$ cat src/hw/rtl/tsnrt_pkg.sv
package tsnrt_pkg;

  // Input item modes.
  localparam logic [1:0] MODE_DATA  = 2'd0;
  localparam logic [1:0] MODE_BUILD = 2'd1;
  localparam logic [1:0] MODE_OPEN  = 2'd2;

  // Result kinds.
  localparam logic [1:0] KIND_CHUNK = 2'd0;
  localparam logic [1:0] KIND_HDR   = 2'd1;
  localparam logic [1:0] KIND_GAP   = 2'd2;
  localparam logic [1:0] KIND_DUP   = 2'd3;

  // Chunk status codes.
  localparam logic [1:0] STAT_IN_ORDER = 2'd0;
  localparam logic [1:0] STAT_STORED   = 2'd1;
  localparam logic [1:0] STAT_DUP      = 2'd2;
  localparam logic [1:0] STAT_BEYOND   = 2'd3;

  // Configuration register indexes.
  localparam int         CFG_IDX_W  = 1;
  localparam logic [0:0] CFG_WINDOW = 1'b0;
  localparam logic [0:0] CFG_DELAY  = 1'b1;

  localparam logic [31:0] WINDOW_RESET = 32'd65536;
  localparam logic [3:0]  DELAY_RESET  = 4'd2;
  localparam logic [3:0]  QUIET_MAX    = 4'd15;
  localparam logic [31:0] HALF_SERIAL  = 32'h8000_0000;

  typedef enum logic [2:0] {
    ST_IDLE,
    ST_EXEC,
    ST_DECIDE,
    ST_GCOUNT,
    ST_HDR,
    ST_GEMIT,
    ST_DRD,
    ST_DEMIT
  } state_t;

  typedef struct packed {
    logic accept;
    logic exec;
    logic drain;
    logic load_chunk;
    logic count_step;
    logic load_hdr;
    logic gap_adv;
    logic load_gap;
    logic dup_rd;
    logic load_dup;
    logic finish_build;
  } cmd_t;

  typedef struct packed {
    logic [1:0] mode;
    logic       bit0;
    logic       count_done;
    logic       gaps_zero;
    logic       gap_end;
    logic       gap_final;
    logic       dups_zero;
    logic       dup_final;
  } sts_t;

endpackage

$ cat src/hw/rtl/tsnrt_ctrl.sv
module tsnrt_ctrl (
  input  logic          clk,
  input  logic          rst_n,
  input  logic          in_valid,
  output logic          in_stall,
  output logic          out_valid,
  input  logic          out_stall,
  input  tsnrt_pkg::sts_t sts,
  output tsnrt_pkg::cmd_t cmd
);
  import tsnrt_pkg::*;

  state_t state_r, state_nxt;
  logic   out_valid_r, out_valid_nxt;
  logic   out_free;
  logic   emit;

  assign out_free  = !out_valid_r || !out_stall;
  assign in_stall  = (state_r != ST_IDLE);
  assign out_valid = out_valid_r;

  always_ff @(posedge clk) begin
    if (!rst_n) begin
      state_r     <= ST_IDLE;
      out_valid_r <= 1'b0;
    end else begin
      state_r     <= state_nxt;
      out_valid_r <= out_valid_nxt;
    end
  end

  always_comb begin
    state_nxt = state_r;
    cmd       = '0;
    emit      = 1'b0;
    case (state_r)
      ST_IDLE: begin
        if (in_valid) begin
          cmd.accept = 1'b1;
          state_nxt  = ST_EXEC;
        end
      end
      ST_EXEC: begin
        cmd.exec = 1'b1;
        case (sts.mode)
          MODE_DATA:  state_nxt = ST_DECIDE;
          MODE_BUILD: state_nxt = ST_GCOUNT;
          default:    state_nxt = ST_IDLE;
        endcase
      end
      ST_DECIDE: begin
        if (sts.bit0) begin
          cmd.drain = 1'b1;
        end else if (out_free) begin
          cmd.load_chunk = 1'b1;
          emit           = 1'b1;
          state_nxt      = ST_IDLE;
        end
      end
      ST_GCOUNT: begin
        cmd.count_step = 1'b1;
        if (sts.count_done) begin
          state_nxt = ST_HDR;
        end
      end
      ST_HDR: begin
        if (out_free) begin
          cmd.load_hdr = 1'b1;
          emit         = 1'b1;
          if (!sts.gaps_zero) begin
            state_nxt = ST_GEMIT;
          end else if (!sts.dups_zero) begin
            state_nxt = ST_DRD;
          end else begin
            cmd.finish_build = 1'b1;
            state_nxt        = ST_IDLE;
          end
        end
      end
      ST_GEMIT: begin
        if (!sts.gap_end) begin
          cmd.gap_adv = 1'b1;
        end else if (out_free) begin
          cmd.gap_adv  = 1'b1;
          cmd.load_gap = 1'b1;
          emit         = 1'b1;
          if (sts.gap_final) begin
            if (!sts.dups_zero) begin
              state_nxt = ST_DRD;
            end else begin
              cmd.finish_build = 1'b1;
              state_nxt        = ST_IDLE;
            end
          end
        end
      end
      ST_DRD: begin
        cmd.dup_rd = 1'b1;
        state_nxt  = ST_DEMIT;
      end
      ST_DEMIT: begin
        if (out_free) begin
          cmd.load_dup = 1'b1;
          emit         = 1'b1;
          if (sts.dup_final) begin
            cmd.finish_build = 1'b1;
            state_nxt        = ST_IDLE;
          end else begin
            state_nxt = ST_DRD;
          end
        end
      end
      default: state_nxt = ST_IDLE;
    endcase
    out_valid_nxt = emit || (out_valid_r && out_stall);
  end

endmodule

$ cat src/hw/rtl/tsnrt_datapath.sv
module tsnrt_datapath #(
  parameter int WINDOW    = 64,
  parameter int DUP_DEPTH = 16
) (
  input  logic                           clk,
  input  logic                           rst_n,
  input  tsnrt_pkg::cmd_t                cmd,
  output tsnrt_pkg::sts_t                sts,
  input  logic                           cfg_we,
  input  logic [tsnrt_pkg::CFG_IDX_W-1:0] cfg_index,
  input  logic [31:0]                    cfg_wdata,
  input  logic [1:0]                     in_mode,
  input  logic [31:0]                    in_tsn,
  input  logic                           in_immediate_flag,
  input  logic                           in_first_of_packet,
  input  logic                           in_last_of_packet,
  input  logic                           in_ack_now,
  output logic [1:0]                     out_kind,
  output logic [1:0]                     out_status,
  output logic [31:0]                    out_tsn_value,
  output logic [6:0]                     out_delivered_count,
  output logic [6:0]                     out_gap_start,
  output logic [6:0]                     out_gap_end,
  output logic [5:0]                     out_gap_total,
  output logic [4:0]                     out_dup_total,
  output logic [31:0]                    out_window_out,
  output logic                           out_sack_now,
  output logic                           out_start_delay_timer,
  output logic                           out_last
);
  import tsnrt_pkg::*;

  localparam int IW  = $clog2(WINDOW);
  localparam int PW  = $clog2(WINDOW + 1);
  localparam int GW  = $clog2(WINDOW / 2 + 1);
  localparam int CW  = $clog2(DUP_DEPTH + 1);
  localparam int DIW = (DUP_DEPTH > 1) ? $clog2(DUP_DEPTH) : 1;

  // Configuration registers.
  logic [31:0] win_r;
  logic [3:0]  ppds_r;

  // Latched input item.
  logic [1:0]  item_mode_r;
  logic [31:0] item_tsn_r;
  logic        item_imm_r, item_first_r, item_last_r, item_now_r;

  // Receive state.
  logic [31:0]     cum_r, cum_nxt;
  logic [WINDOW-1:0] bm_r, bm_nxt;
  logic [CW-1:0]   dup_cnt_r, dup_cnt_nxt;
  logic [3:0]      quiet_r, quiet_nxt;
  logic            force_r, force_nxt;
  logic            hole_r, hole_nxt;
  logic [1:0]      stat_r, stat_nxt;
  logic [PW-1:0]   deliv_r, deliv_nxt;

  // SACK walk state.
  logic [WINDOW-1:0] scan_r, scan_nxt;
  logic [PW-1:0]   pos_r, pos_nxt;
  logic [PW-1:0]   start_r, start_nxt;
  logic            prev_r, prev_nxt;
  logic            inblk_r, inblk_nxt;
  logic [GW-1:0]   gcnt_r, gcnt_nxt;
  logic [GW-1:0]   gidx_r, gidx_nxt;
  logic [CW-1:0]   dup_idx_r, dup_idx_nxt;

  logic [31:0] dup_mem [DUP_DEPTH];
  logic [31:0] dup_rd_r;

  // Chunk classification on the latched TSN.
  logic [31:0] off, offm1;
  logic [IW-1:0] bm_idx;
  logic in_order, in_win, beyond, stored_hit, dup_hit, dup_room, mem_we;
  logic is_data;

  // Packet-end decision.
  logic       send_v, sn_v, sd_v;
  logic [3:0] q_v;
  logic       force_v;

  assign off        = item_tsn_r - cum_r;
  assign offm1      = off - 32'd1;
  assign bm_idx     = offm1[IW-1:0];
  assign in_order   = (off == 32'd1);
  assign in_win     = (off >= 32'd2) && (off <= 32'(WINDOW));
  assign beyond     = (off > 32'(WINDOW)) && (off <= HALF_SERIAL);
  assign stored_hit = bm_r[bm_idx];
  assign dup_hit    = (in_win && stored_hit) || (!in_order && !in_win && !beyond);
  assign dup_room   = (dup_cnt_r < CW'(DUP_DEPTH));
  assign is_data    = (item_mode_r == MODE_DATA);
  assign mem_we     = cmd.exec && is_data && dup_hit && dup_room;

  assign sts.mode       = item_mode_r;
  assign sts.bit0       = bm_r[0];
  assign sts.count_done = (pos_r == PW'(WINDOW - 1));
  assign sts.gaps_zero  = (gcnt_r == '0);
  assign sts.gap_end    = scan_r[0] && !scan_r[1];
  assign sts.gap_final  = ((gidx_r + GW'(1)) == gcnt_r);
  assign sts.dups_zero  = (dup_cnt_r == '0);
  assign sts.dup_final  = ((dup_idx_r + CW'(1)) == dup_cnt_r);

  always_comb begin
    send_v = force_r || hole_r || (|bm_r);
    q_v    = quiet_r;
    sd_v   = 1'b0;
    if (!send_v) begin
      if (quiet_r < QUIET_MAX) begin
        q_v = quiet_r + 4'd1;
      end
      send_v = (q_v >= ppds_r);
      sd_v   = !send_v;
    end
    sn_v = send_v;
    if (!item_last_r) begin
      sn_v = 1'b0;
      sd_v = 1'b0;
    end
  end

  always_comb begin
    cum_nxt     = cum_r;
    bm_nxt      = bm_r;
    dup_cnt_nxt = dup_cnt_r;
    quiet_nxt   = quiet_r;
    force_nxt   = force_r;
    hole_nxt    = hole_r;
    stat_nxt    = stat_r;
    deliv_nxt   = deliv_r;
    scan_nxt    = scan_r;
    pos_nxt     = pos_r;
    start_nxt   = start_r;
    prev_nxt    = prev_r;
    inblk_nxt   = inblk_r;
    gcnt_nxt    = gcnt_r;
    gidx_nxt    = gidx_r;
    dup_idx_nxt = dup_idx_r;
    force_v     = force_r;

    if (cmd.exec) begin
      case (item_mode_r)
        MODE_DATA: begin
          if (item_first_r) begin
            hole_nxt = |bm_r;
            force_v  = 1'b0;
          end
          force_v   = force_v || item_now_r || item_imm_r;
          deliv_nxt = '0;
          if (in_order) begin
            cum_nxt   = item_tsn_r;
            bm_nxt    = bm_r >> 1;
            deliv_nxt = PW'(1);
            stat_nxt  = STAT_IN_ORDER;
          end else if (in_win && !stored_hit) begin
            bm_nxt[bm_idx] = 1'b1;
            stat_nxt       = STAT_STORED;
          end else if (beyond) begin
            force_v  = 1'b1;
            stat_nxt = STAT_BEYOND;
          end else begin
            force_v  = 1'b1;
            stat_nxt = STAT_DUP;
          end
          if (mem_we) begin
            dup_cnt_nxt = dup_cnt_r + CW'(1);
          end
          force_nxt = force_v;
        end
        MODE_BUILD: begin
          scan_nxt = bm_r >> 1;
          pos_nxt  = PW'(1);
          gcnt_nxt = '0;
          prev_nxt = bm_r[0];
        end
        MODE_OPEN: begin
          cum_nxt     = item_tsn_r - 32'd1;
          bm_nxt      = '0;
          dup_cnt_nxt = '0;
          quiet_nxt   = '0;
          force_nxt   = 1'b0;
          hole_nxt    = 1'b0;
        end
        default: ;
      endcase
    end

    if (cmd.drain) begin
      cum_nxt   = cum_r + 32'd1;
      bm_nxt    = bm_r >> 1;
      deliv_nxt = deliv_r + PW'(1);
    end

    if (cmd.load_chunk && item_last_r) begin
      quiet_nxt = q_v;
      force_nxt = 1'b0;
      hole_nxt  = 1'b0;
    end

    if (cmd.count_step) begin
      if (scan_r[0] && !prev_r) begin
        gcnt_nxt = gcnt_r + GW'(1);
      end
      prev_nxt = scan_r[0];
      scan_nxt = scan_r >> 1;
      pos_nxt  = pos_r + PW'(1);
    end

    if (cmd.load_hdr) begin
      scan_nxt    = bm_r >> 1;
      pos_nxt     = PW'(1);
      gidx_nxt    = '0;
      inblk_nxt   = 1'b0;
      dup_idx_nxt = '0;
    end

    if (cmd.gap_adv) begin
      if (scan_r[0] && !inblk_r) begin
        start_nxt = pos_r;
      end
      inblk_nxt = scan_r[0] && scan_r[1];
      scan_nxt  = scan_r >> 1;
      pos_nxt   = pos_r + PW'(1);
    end

    if (cmd.load_gap) begin
      gidx_nxt = gidx_r + GW'(1);
    end

    if (cmd.load_dup) begin
      dup_idx_nxt = dup_idx_r + CW'(1);
    end

    if (cmd.finish_build) begin
      dup_cnt_nxt = '0;
      quiet_nxt   = '0;
    end
  end

  always_ff @(posedge clk) begin
    if (!rst_n) begin
      win_r     <= WINDOW_RESET;
      ppds_r    <= DELAY_RESET;
      cum_r     <= '0;
      bm_r      <= '0;
      dup_cnt_r <= '0;
      quiet_r   <= '0;
      force_r   <= 1'b0;
      hole_r    <= 1'b0;
    end else begin
      if (cfg_we && cfg_index == CFG_WINDOW) begin
        win_r <= cfg_wdata;
      end
      if (cfg_we && cfg_index == CFG_DELAY) begin
        ppds_r <= cfg_wdata[3:0];
      end
      cum_r     <= cum_nxt;
      bm_r      <= bm_nxt;
      dup_cnt_r <= dup_cnt_nxt;
      quiet_r   <= quiet_nxt;
      force_r   <= force_nxt;
      hole_r    <= hole_nxt;
    end
  end

  always_ff @(posedge clk) begin
    if (cmd.accept) begin
      item_mode_r  <= in_mode;
      item_tsn_r   <= in_tsn;
      item_imm_r   <= in_immediate_flag;
      item_first_r <= in_first_of_packet;
      item_last_r  <= in_last_of_packet;
      item_now_r   <= in_ack_now;
    end
    stat_r    <= stat_nxt;
    deliv_r   <= deliv_nxt;
    scan_r    <= scan_nxt;
    pos_r     <= pos_nxt;
    start_r   <= start_nxt;
    prev_r    <= prev_nxt;
    inblk_r   <= inblk_nxt;
    gcnt_r    <= gcnt_nxt;
    gidx_r    <= gidx_nxt;
    dup_idx_r <= dup_idx_nxt;
  end

  always_ff @(posedge clk) begin
    if (mem_we) begin
      dup_mem[dup_cnt_r[DIW-1:0]] <= item_tsn_r;
    end
    if (cmd.dup_rd) begin
      dup_rd_r <= dup_mem[dup_idx_r[DIW-1:0]];
    end
  end

  // Output register; every field is rewritten on each load.
  always_ff @(posedge clk) begin
    if (cmd.load_chunk) begin
      out_kind              <= KIND_CHUNK;
      out_status            <= stat_r;
      out_tsn_value         <= cum_r;
      out_delivered_count   <= 7'(deliv_r);
      out_gap_start         <= '0;
      out_gap_end           <= '0;
      out_gap_total         <= '0;
      out_dup_total         <= '0;
      out_window_out        <= '0;
      out_sack_now          <= sn_v;
      out_start_delay_timer <= sd_v;
      out_last              <= 1'b1;
    end else if (cmd.load_hdr) begin
      out_kind              <= KIND_HDR;
      out_status            <= STAT_IN_ORDER;
      out_tsn_value         <= cum_r;
      out_delivered_count   <= '0;
      out_gap_start         <= '0;
      out_gap_end           <= '0;
      out_gap_total         <= 6'(gcnt_r);
      out_dup_total         <= 5'(dup_cnt_r);
      out_window_out        <= win_r;
      out_sack_now          <= 1'b0;
      out_start_delay_timer <= 1'b0;
      out_last              <= sts.gaps_zero && sts.dups_zero;
    end else if (cmd.load_gap) begin
      out_kind              <= KIND_GAP;
      out_status            <= STAT_IN_ORDER;
      out_tsn_value         <= cum_r;
      out_delivered_count   <= '0;
      out_gap_start         <= 7'((inblk_r ? start_r : pos_r) + PW'(1));
      out_gap_end           <= 7'(pos_r + PW'(1));
      out_gap_total         <= 6'(gcnt_r);
      out_dup_total         <= 5'(dup_cnt_r);
      out_window_out        <= '0;
      out_sack_now          <= 1'b0;
      out_start_delay_timer <= 1'b0;
      out_last              <= sts.gap_final && sts.dups_zero;
    end else if (cmd.load_dup) begin
      out_kind              <= KIND_DUP;
      out_status            <= STAT_IN_ORDER;
      out_tsn_value         <= dup_rd_r;
      out_delivered_count   <= '0;
      out_gap_start         <= '0;
      out_gap_end           <= '0;
      out_gap_total         <= 6'(gcnt_r);
      out_dup_total         <= 5'(dup_cnt_r);
      out_window_out        <= '0;
      out_sack_now          <= 1'b0;
      out_start_delay_timer <= 1'b0;
      out_last              <= sts.dup_final;
    end
  end

endmodule

$ cat src/hw/rtl/tsn_receive_tracker_sack_builder_unit.sv
// Channel   Handshake            Payload
// input     in_valid / in_stall  mode, tsn, immediate_flag, first/last_of_packet, ack_now
// result    out_valid/out_stall  kind, status, tsn_value, counts, gap offsets, window, flags
// config    cfg_we               cfg_index, cfg_wdata (no wait, no read-back)
//
// A data chunk is executed, then drains each stored TSN that an in-order
// arrival has made contiguous, then loads its status; an open or an unused
// mode is executed only. A build counts gap blocks by walking the bitmap,
// then loads a header, walks the bitmap again while emitting gap blocks, and
// for each duplicate reads the memory, then loads the result. The bitmap
// walk is the dominant cost. Reset is synchronous and active low and needs
// no clearing pass. A stalled result holds in the output register while the
// block goes on with the next item; the block waits only when it has a new
// result and the register still holds an untaken one.
module tsn_receive_tracker_sack_builder_unit #(
  parameter int WINDOW    = 64,
  parameter int DUP_DEPTH = 16
) (
  input  logic                            clk,
  input  logic                            rst_n,
  input  logic                            cfg_we,
  input  logic [tsnrt_pkg::CFG_IDX_W-1:0] cfg_index,
  input  logic [31:0]                     cfg_wdata,
  input  logic                            in_valid,
  output logic                            in_stall,
  input  logic [1:0]                      in_mode,
  input  logic [31:0]                     in_tsn,
  input  logic                            in_immediate_flag,
  input  logic                            in_first_of_packet,
  input  logic                            in_last_of_packet,
  input  logic                            in_ack_now,
  output logic                            out_valid,
  input  logic                            out_stall,
  output logic [1:0]                      out_kind,
  output logic [1:0]                      out_status,
  output logic [31:0]                     out_tsn_value,
  output logic [6:0]                      out_delivered_count,
  output logic [6:0]                      out_gap_start,
  output logic [6:0]                      out_gap_end,
  output logic [5:0]                      out_gap_total,
  output logic [4:0]                      out_dup_total,
  output logic [31:0]                     out_window_out,
  output logic                            out_sack_now,
  output logic                            out_start_delay_timer,
  output logic                            out_last
);
  import tsnrt_pkg::*;

  cmd_t cmd;
  sts_t sts;

  // The controller sequences each item; it owns the handshakes.
  tsnrt_ctrl u_ctrl (
    .clk       (clk),
    .rst_n     (rst_n),
    .in_valid  (in_valid),
    .in_stall  (in_stall),
    .out_valid (out_valid),
    .out_stall (out_stall),
    .sts       (sts),
    .cmd       (cmd)
  );

  // The datapath holds the cumulative TSN, the out-of-order bitmap, the
  // duplicate memory, the packet flags and the output register.
  tsnrt_datapath #(
    .WINDOW    (WINDOW),
    .DUP_DEPTH (DUP_DEPTH)
  ) u_dp (
    .clk                   (clk),
    .rst_n                 (rst_n),
    .cmd                   (cmd),
    .sts                   (sts),
    .cfg_we                (cfg_we),
    .cfg_index             (cfg_index),
    .cfg_wdata             (cfg_wdata),
    .in_mode               (in_mode),
    .in_tsn                (in_tsn),
    .in_immediate_flag     (in_immediate_flag),
    .in_first_of_packet    (in_first_of_packet),
    .in_last_of_packet     (in_last_of_packet),
    .in_ack_now            (in_ack_now),
    .out_kind              (out_kind),
    .out_status            (out_status),
    .out_tsn_value         (out_tsn_value),
    .out_delivered_count   (out_delivered_count),
    .out_gap_start         (out_gap_start),
    .out_gap_end           (out_gap_end),
    .out_gap_total         (out_gap_total),
    .out_dup_total         (out_dup_total),
    .out_window_out        (out_window_out),
    .out_sack_now          (out_sack_now),
    .out_start_delay_timer (out_start_delay_timer),
    .out_last              (out_last)
  );

  // One item at a time: an accepted transfer closes the input channel.
  a_one_item : assert property (@(posedge clk) disable iff (!rst_n)
    (in_valid && !in_stall) |=> in_stall)
    else $error("input accepted while an item was in progress");

  // A chunk status result is always the only result of its item.
  a_chunk_last : assert property (@(posedge clk) disable iff (!rst_n)
    (out_valid && out_kind == KIND_CHUNK) |-> out_last)
    else $error("chunk status without last");

  // The packet-end decision is either an immediate SACK or the timer.
  a_decision : assert property (@(posedge clk) disable iff (!rst_n)
    out_valid |-> !(out_sack_now && out_start_delay_timer))
    else $error("both immediate SACK and delay timer requested");

endmodule
$ cat config.mk
export PLATFORM = sky130hd
export DESIGN_NAME = tsn_receive_tracker_sack_builder_unit
export DESIGN_NICKNAME = d
export VERILOG_FILES = /design/src/hw/rtl/tsnrt_pkg.sv /design/src/hw/rtl/tsnrt_ctrl.sv /design/src/hw/rtl/tsnrt_datapath.sv /design/src/hw/rtl/tsn_receive_tracker_sack_builder_unit.sv
export SDC_FILE = /design/constraint.sdc
export NUM_CORES = 2
export LEC_CHECK = 0
export BUFFER_PORTS_ARGS = -buffer_cell sky130_fd_sc_hd__buf_2
export CAP_MARGIN = 40
export CORE_MARGIN = 2
export CORE_UTILIZATION = 30
export DETAILED_ROUTE_END_ITERATION = 8
export GPL_TIMING_DRIVEN = 1
export PLACE_DENSITY_LB_ADDON = 0.12
export SYNTH_ARGS = -nofsm -noshare
export SYNTH_HDL_FRONTEND = slang
export SYNTH_SLANG_ARGS = --single-unit
$ cat constraint.sdc
create_clock -name clk -period 15.8 [get_ports clk]
set_input_delay 2.37 -clock clk [delete_from_list [all_inputs] [get_ports clk]]
set_output_delay 2.37 -clock clk [all_outputs]
set_load 0.01 [all_outputs]
==> impl_metrics.tcl <==
set metrics [dict create \
    synth-seq-area-share_pct 62.83 \
    synthCells 2945 \
    synth_ff_type "edfxtp_1" \
    hp-start "u_dp.win_r[27]" \
    yosysTopAreaCell "edfxtp_1" \
    dr.pass1.iters 5 \
    numPortBuffers 180 \
    max_stage_delay_ns 0.88 \
    reg2reg_depth 16 \
    area_delta_synth_final_pct 17.49 \
    p_switching_mw 2.003 \
    p_leak_nw 17.88 \
    rsz0062_at_grt "no" \
    synth_top_family_by_area "multiplexers" \
    initial_core_util_pct 30.18 \
    die_w_um 375.5 \
    grt_antenna_before_repair 11 \
    seqPwrFrac_pct 44.1 \
    hpwlAfterDp_mm 82.04 \
    cts_resized 0 \
    min_period_over_period_pct 42.26 \
    worst_path_max_delay_cell "ha_1" \
    tightest_slew_ns 0.9451 \
    drc 0 \
    synth.distinct_cells 85 \
    place.gp.congestion 0.8515 \
    report.final.slew_viol_count 0 \
    tritoncts "built" \
    fin_nets 3299 \
    path_clk_slew_ns 0.06 \
    timing.fmax_ghz 0.1498 \
    r2r_end "u_dp.dup_mem[11][15]" \
    yosysMostFrequentCell "edfxtp_1" \
    yosys_warnings 0 \
    cts_root_buffer "clkbuf_16" \
    crit_chain "inv_1 -> fa_1 -> inv_1 -> ha_1 -> nand2b_1 -> nor2_1 -> a2111oi_0 -> a21oi_1 -> a32oi_1 -> a22oi_1 -> or4_1 -> mux2i_1 -> or4b_4 -> a21boi_4 -> and2_2 -> buf_12" \
    cts_made_buffers 107 \
    grt_pass1_wl_mm 180.5 \
    skew_ns 0.05941 \
    hp-class "flop to flop" \
    drtAntennaViolNets 0 \
    hold_buffers 0 \
    sw_frac_of_total_pct 29.43 \
    ys_async_sr_fraction_pct 0 \
    die_h_um 375.5 \
    viasPerCell 5.212 \
    synthTopCellsByCount "edfxtp_1, nand2_1, dfxtp_1, mux4_2, a21oi_1" \
    crit_fanout 26 \
    synth_compound_area_share_pct 9.156 \
    cts_sinks 937 \
    synth.area.top_cells "edfxtp_1, dfxtp_1, mux4_2" \
    multi_input_area_mm2 0.01460 \
    synth_top_area_share_pct 52.52 \
    mappedNetlistArea_mm2 0.04139 \
    finalSetupViolCount 0 \
    synthMuxAreaShare_pct 14.23 \
    p_clk_share_pct 37.1 \
    seq_area_mm2 0.02600 \
    crit_type "flop to flop" \
    synth-edff-count 724 \
    grt_max_degree 63 \
    core_mm2 0.1372 \
    ir_drop_mv 0.07952 \
    drive_above_1_share_pct 23.01 \
    cpMostUsedCell "inv_1" \
    arrival_ns 7.11 \
    place_inst 4855 \
    synth_fa_ha_area_share_pct 1.620 \
    max_cap_viol_count 0 \
    die_area_mm2 0.1410 \
    clockBufferDepth 3 \
    cp-startpoint "u_dp.item_tsn_r[1]" \
    powerDensity_mw_per_mm2 139.9 \
    r2r-start "u_dp.item_tsn_r[1]" \
    startpoint_type "flop" \
    grt_use_total_pct 17.17 \
    grt_pass1_vias 26650 \
    ys_seq_elements 937 \
    relSlewSlack_pct 36.78 \
    synthSimpleGateAreaFrac_pct 8.340 \
    synth_xor_area_share_pct 1.747 \
    fillers 13180 \
    timing_hold_violations_final 0 \
    required_ns 16.24 \
    combPwrFrac_pct 18.8 \
    syn_nets 3074 \
    rows 136 \
    drtIter0Drc 1908 \
    power.internal_mw 4.802 \
    grt-ovfl-total 0 \
    hold_path_depth 2 \
    cts_setup_buffers 0 \
    status "complete, no violations" \
    min_to "u_dp.win_r[27]" \
    rrSetupSlack_ns 9.12 \
    syn_area_per_cell_um2 14.06 \
    cp-end-kind "flop" \
    drt-total-wl_mm 122.8 \
    num_vias 26350 \
    min_period_ns 6.677 \
    clk_latency_ns 0.75 \
    fin_tns_setup_ns 0 \
    wl_per_cell_um 24.29 \
    cts_max_level 3 \
    final_cell_count_no_fill 5056 \
    ios 181 \
]
## worst max path at each step
stage / cells past startpoint / endpoint / slack [ns]
floorplan: 5 / u_dp.pos_r[0] / 9.71
global route: 16 / u_dp.dup_mem[11][13] / 8.75
CTS: 16 / u_dp.dup_mem[11][13] / 9.17
finish: 16 / u_dp.dup_mem[11][15] / 9.12
global placement: 14 / u_dp.dup_mem[7][27] / 8.92
detailed placement: 16 / u_dp.dup_mem[11][12] / 9.18
## logic make-up (layout without fill, tap and decap cells)
group,after synthesis,after routing
and+or+nand+nor,723,723
AOI/OAI and AO/OA,575,575
adders and majority gates,53,53
other,0,3
buffers and inverters,214,528
xor gates and xnor gates,81,81
muxes,362,362
DFF,937,937
## power by group through the flow
| stage | logic [mW] | clock network [mW] | registers, mW |
|---|---|---|---|
| 2_1_floorplan | 0.750 | 0 | 3.07 |
| 3_3_place_gp | 1.26 | 0 | 3.05 |
| 3_5_place_dp | 1.30 | 0 | 3.05 |
| 4_1_cts | 1.30 | 2.60 | 3.00 |
| 5_1_grt | 1.40 | 2.69 | 3.02 |
| 6_report | 1.28 | 2.52 | 3.00 |
## registers in the layout, indices dropped and copies added (netlist names), 7 cells and up
| name | cells |
|---|---|
| u_dp.out_delivered_count | 7 |
| u_dp.out_window_out | 32 |
| u_dp.item_tsn_r | 32 |
| u_dp.out_gap_start | 7 |
| u_dp.dup_rd_r | 32 |
| u_dp.win_r | 32 |
| u_dp.scan_r | 63 |
| u_dp.out_gap_end | 7 |
| u_dp.pos_r | 7 |
| u_dp.deliv_r | 7 |
| u_dp.dup_mem | 512 |
| u_dp.out_tsn_value | 32 |
| u_dp.start_r | 7 |
| u_dp.cum_r | 32 |
| u_dp.bm_r | 64 |
## final cells by class
type | instances | area share (%)
tap | 1794 | 4.616
inverter | 62 | 0.4786
antenna | 3 | 0.01544
timing repair buffer | 268 | 4.019
clock buffer | 134 | 5.992
multi-input combinational | 1794 | 30.03
clock inverter | 64 | 1.379
sequential | 937 | 53.47
## per-stage QoR
stage               hold slack [ns]  total power [mW]  setup WS (ns)  utilization [%]  instance area (um^2)
floorplan                    0.4154             3.817          9.713                -                 41390
global placement             0.4297             4.310          8.922            32.38                 44410
detailed placement           0.4486             4.351          9.178            32.84                 45040
CTS                          0.4572             6.906          9.173            35.45                 48620
global route                 0.4746             7.108          8.751            35.45                 48630
finish                       0.4534             6.804          9.123            35.46                 48630
## per-layer routing
metal	wire [um]	vias up	track usage [%]
met4	2590	2	4.319
li1	-	11870	-
met1	55460	13640	23.35
met5	9	-	0
met3	5630	169	2.667
met2	59130	676	28.62
## worst max-delay path, delay by kind of cell, from the launching register on
kind | cells | cell delay [ns]
mux | 1 | 0.25
fa+ha+maj | 2 | 1.52
buf+inv | 3 | 0.53
flops | 1 | 0.87
compound gates | 5 | 1.12
simple gates | 5 | 2.01
## cell usage in the layout (no fill, tap or decap), types with 11 or more instances in the layout
cell,netlist,final
clkinv_2,0,18
xor2_1,43,43
a21oi_1,158,158
clkbuf_16,0,111
clkinv_1,0,22
nand3_1,71,71
nor3_1,44,42
ha_1,52,52
o21ai_0,100,100
buf_4,1,61
buf_16,0,12
and3_1,31,19
nor2_1,141,136
clkbuf_1,104,18
a211oi_1,12,12
nor4_1,37,36
mux2i_1,91,91
a21o_1,108,108
mux4_2,171,171
dfxtp_1,213,213
nand2_1,255,255
mux2_2,100,100
o21ai_1,15,15
nand4_1,19,19
or3_1,21,20
and3_2,0,12
inv_1,61,60
a22o_1,33,33
and2_1,31,26
o21bai_1,28,28
nand2b_1,23,23
xnor2_1,37,37
buf_12,0,12
buf_2,21,182
o21a_1,11,11
a22oi_1,16,16
o211ai_1,12,12
edfxtp_1,724,724
Power figures use the tool's default switching activity.
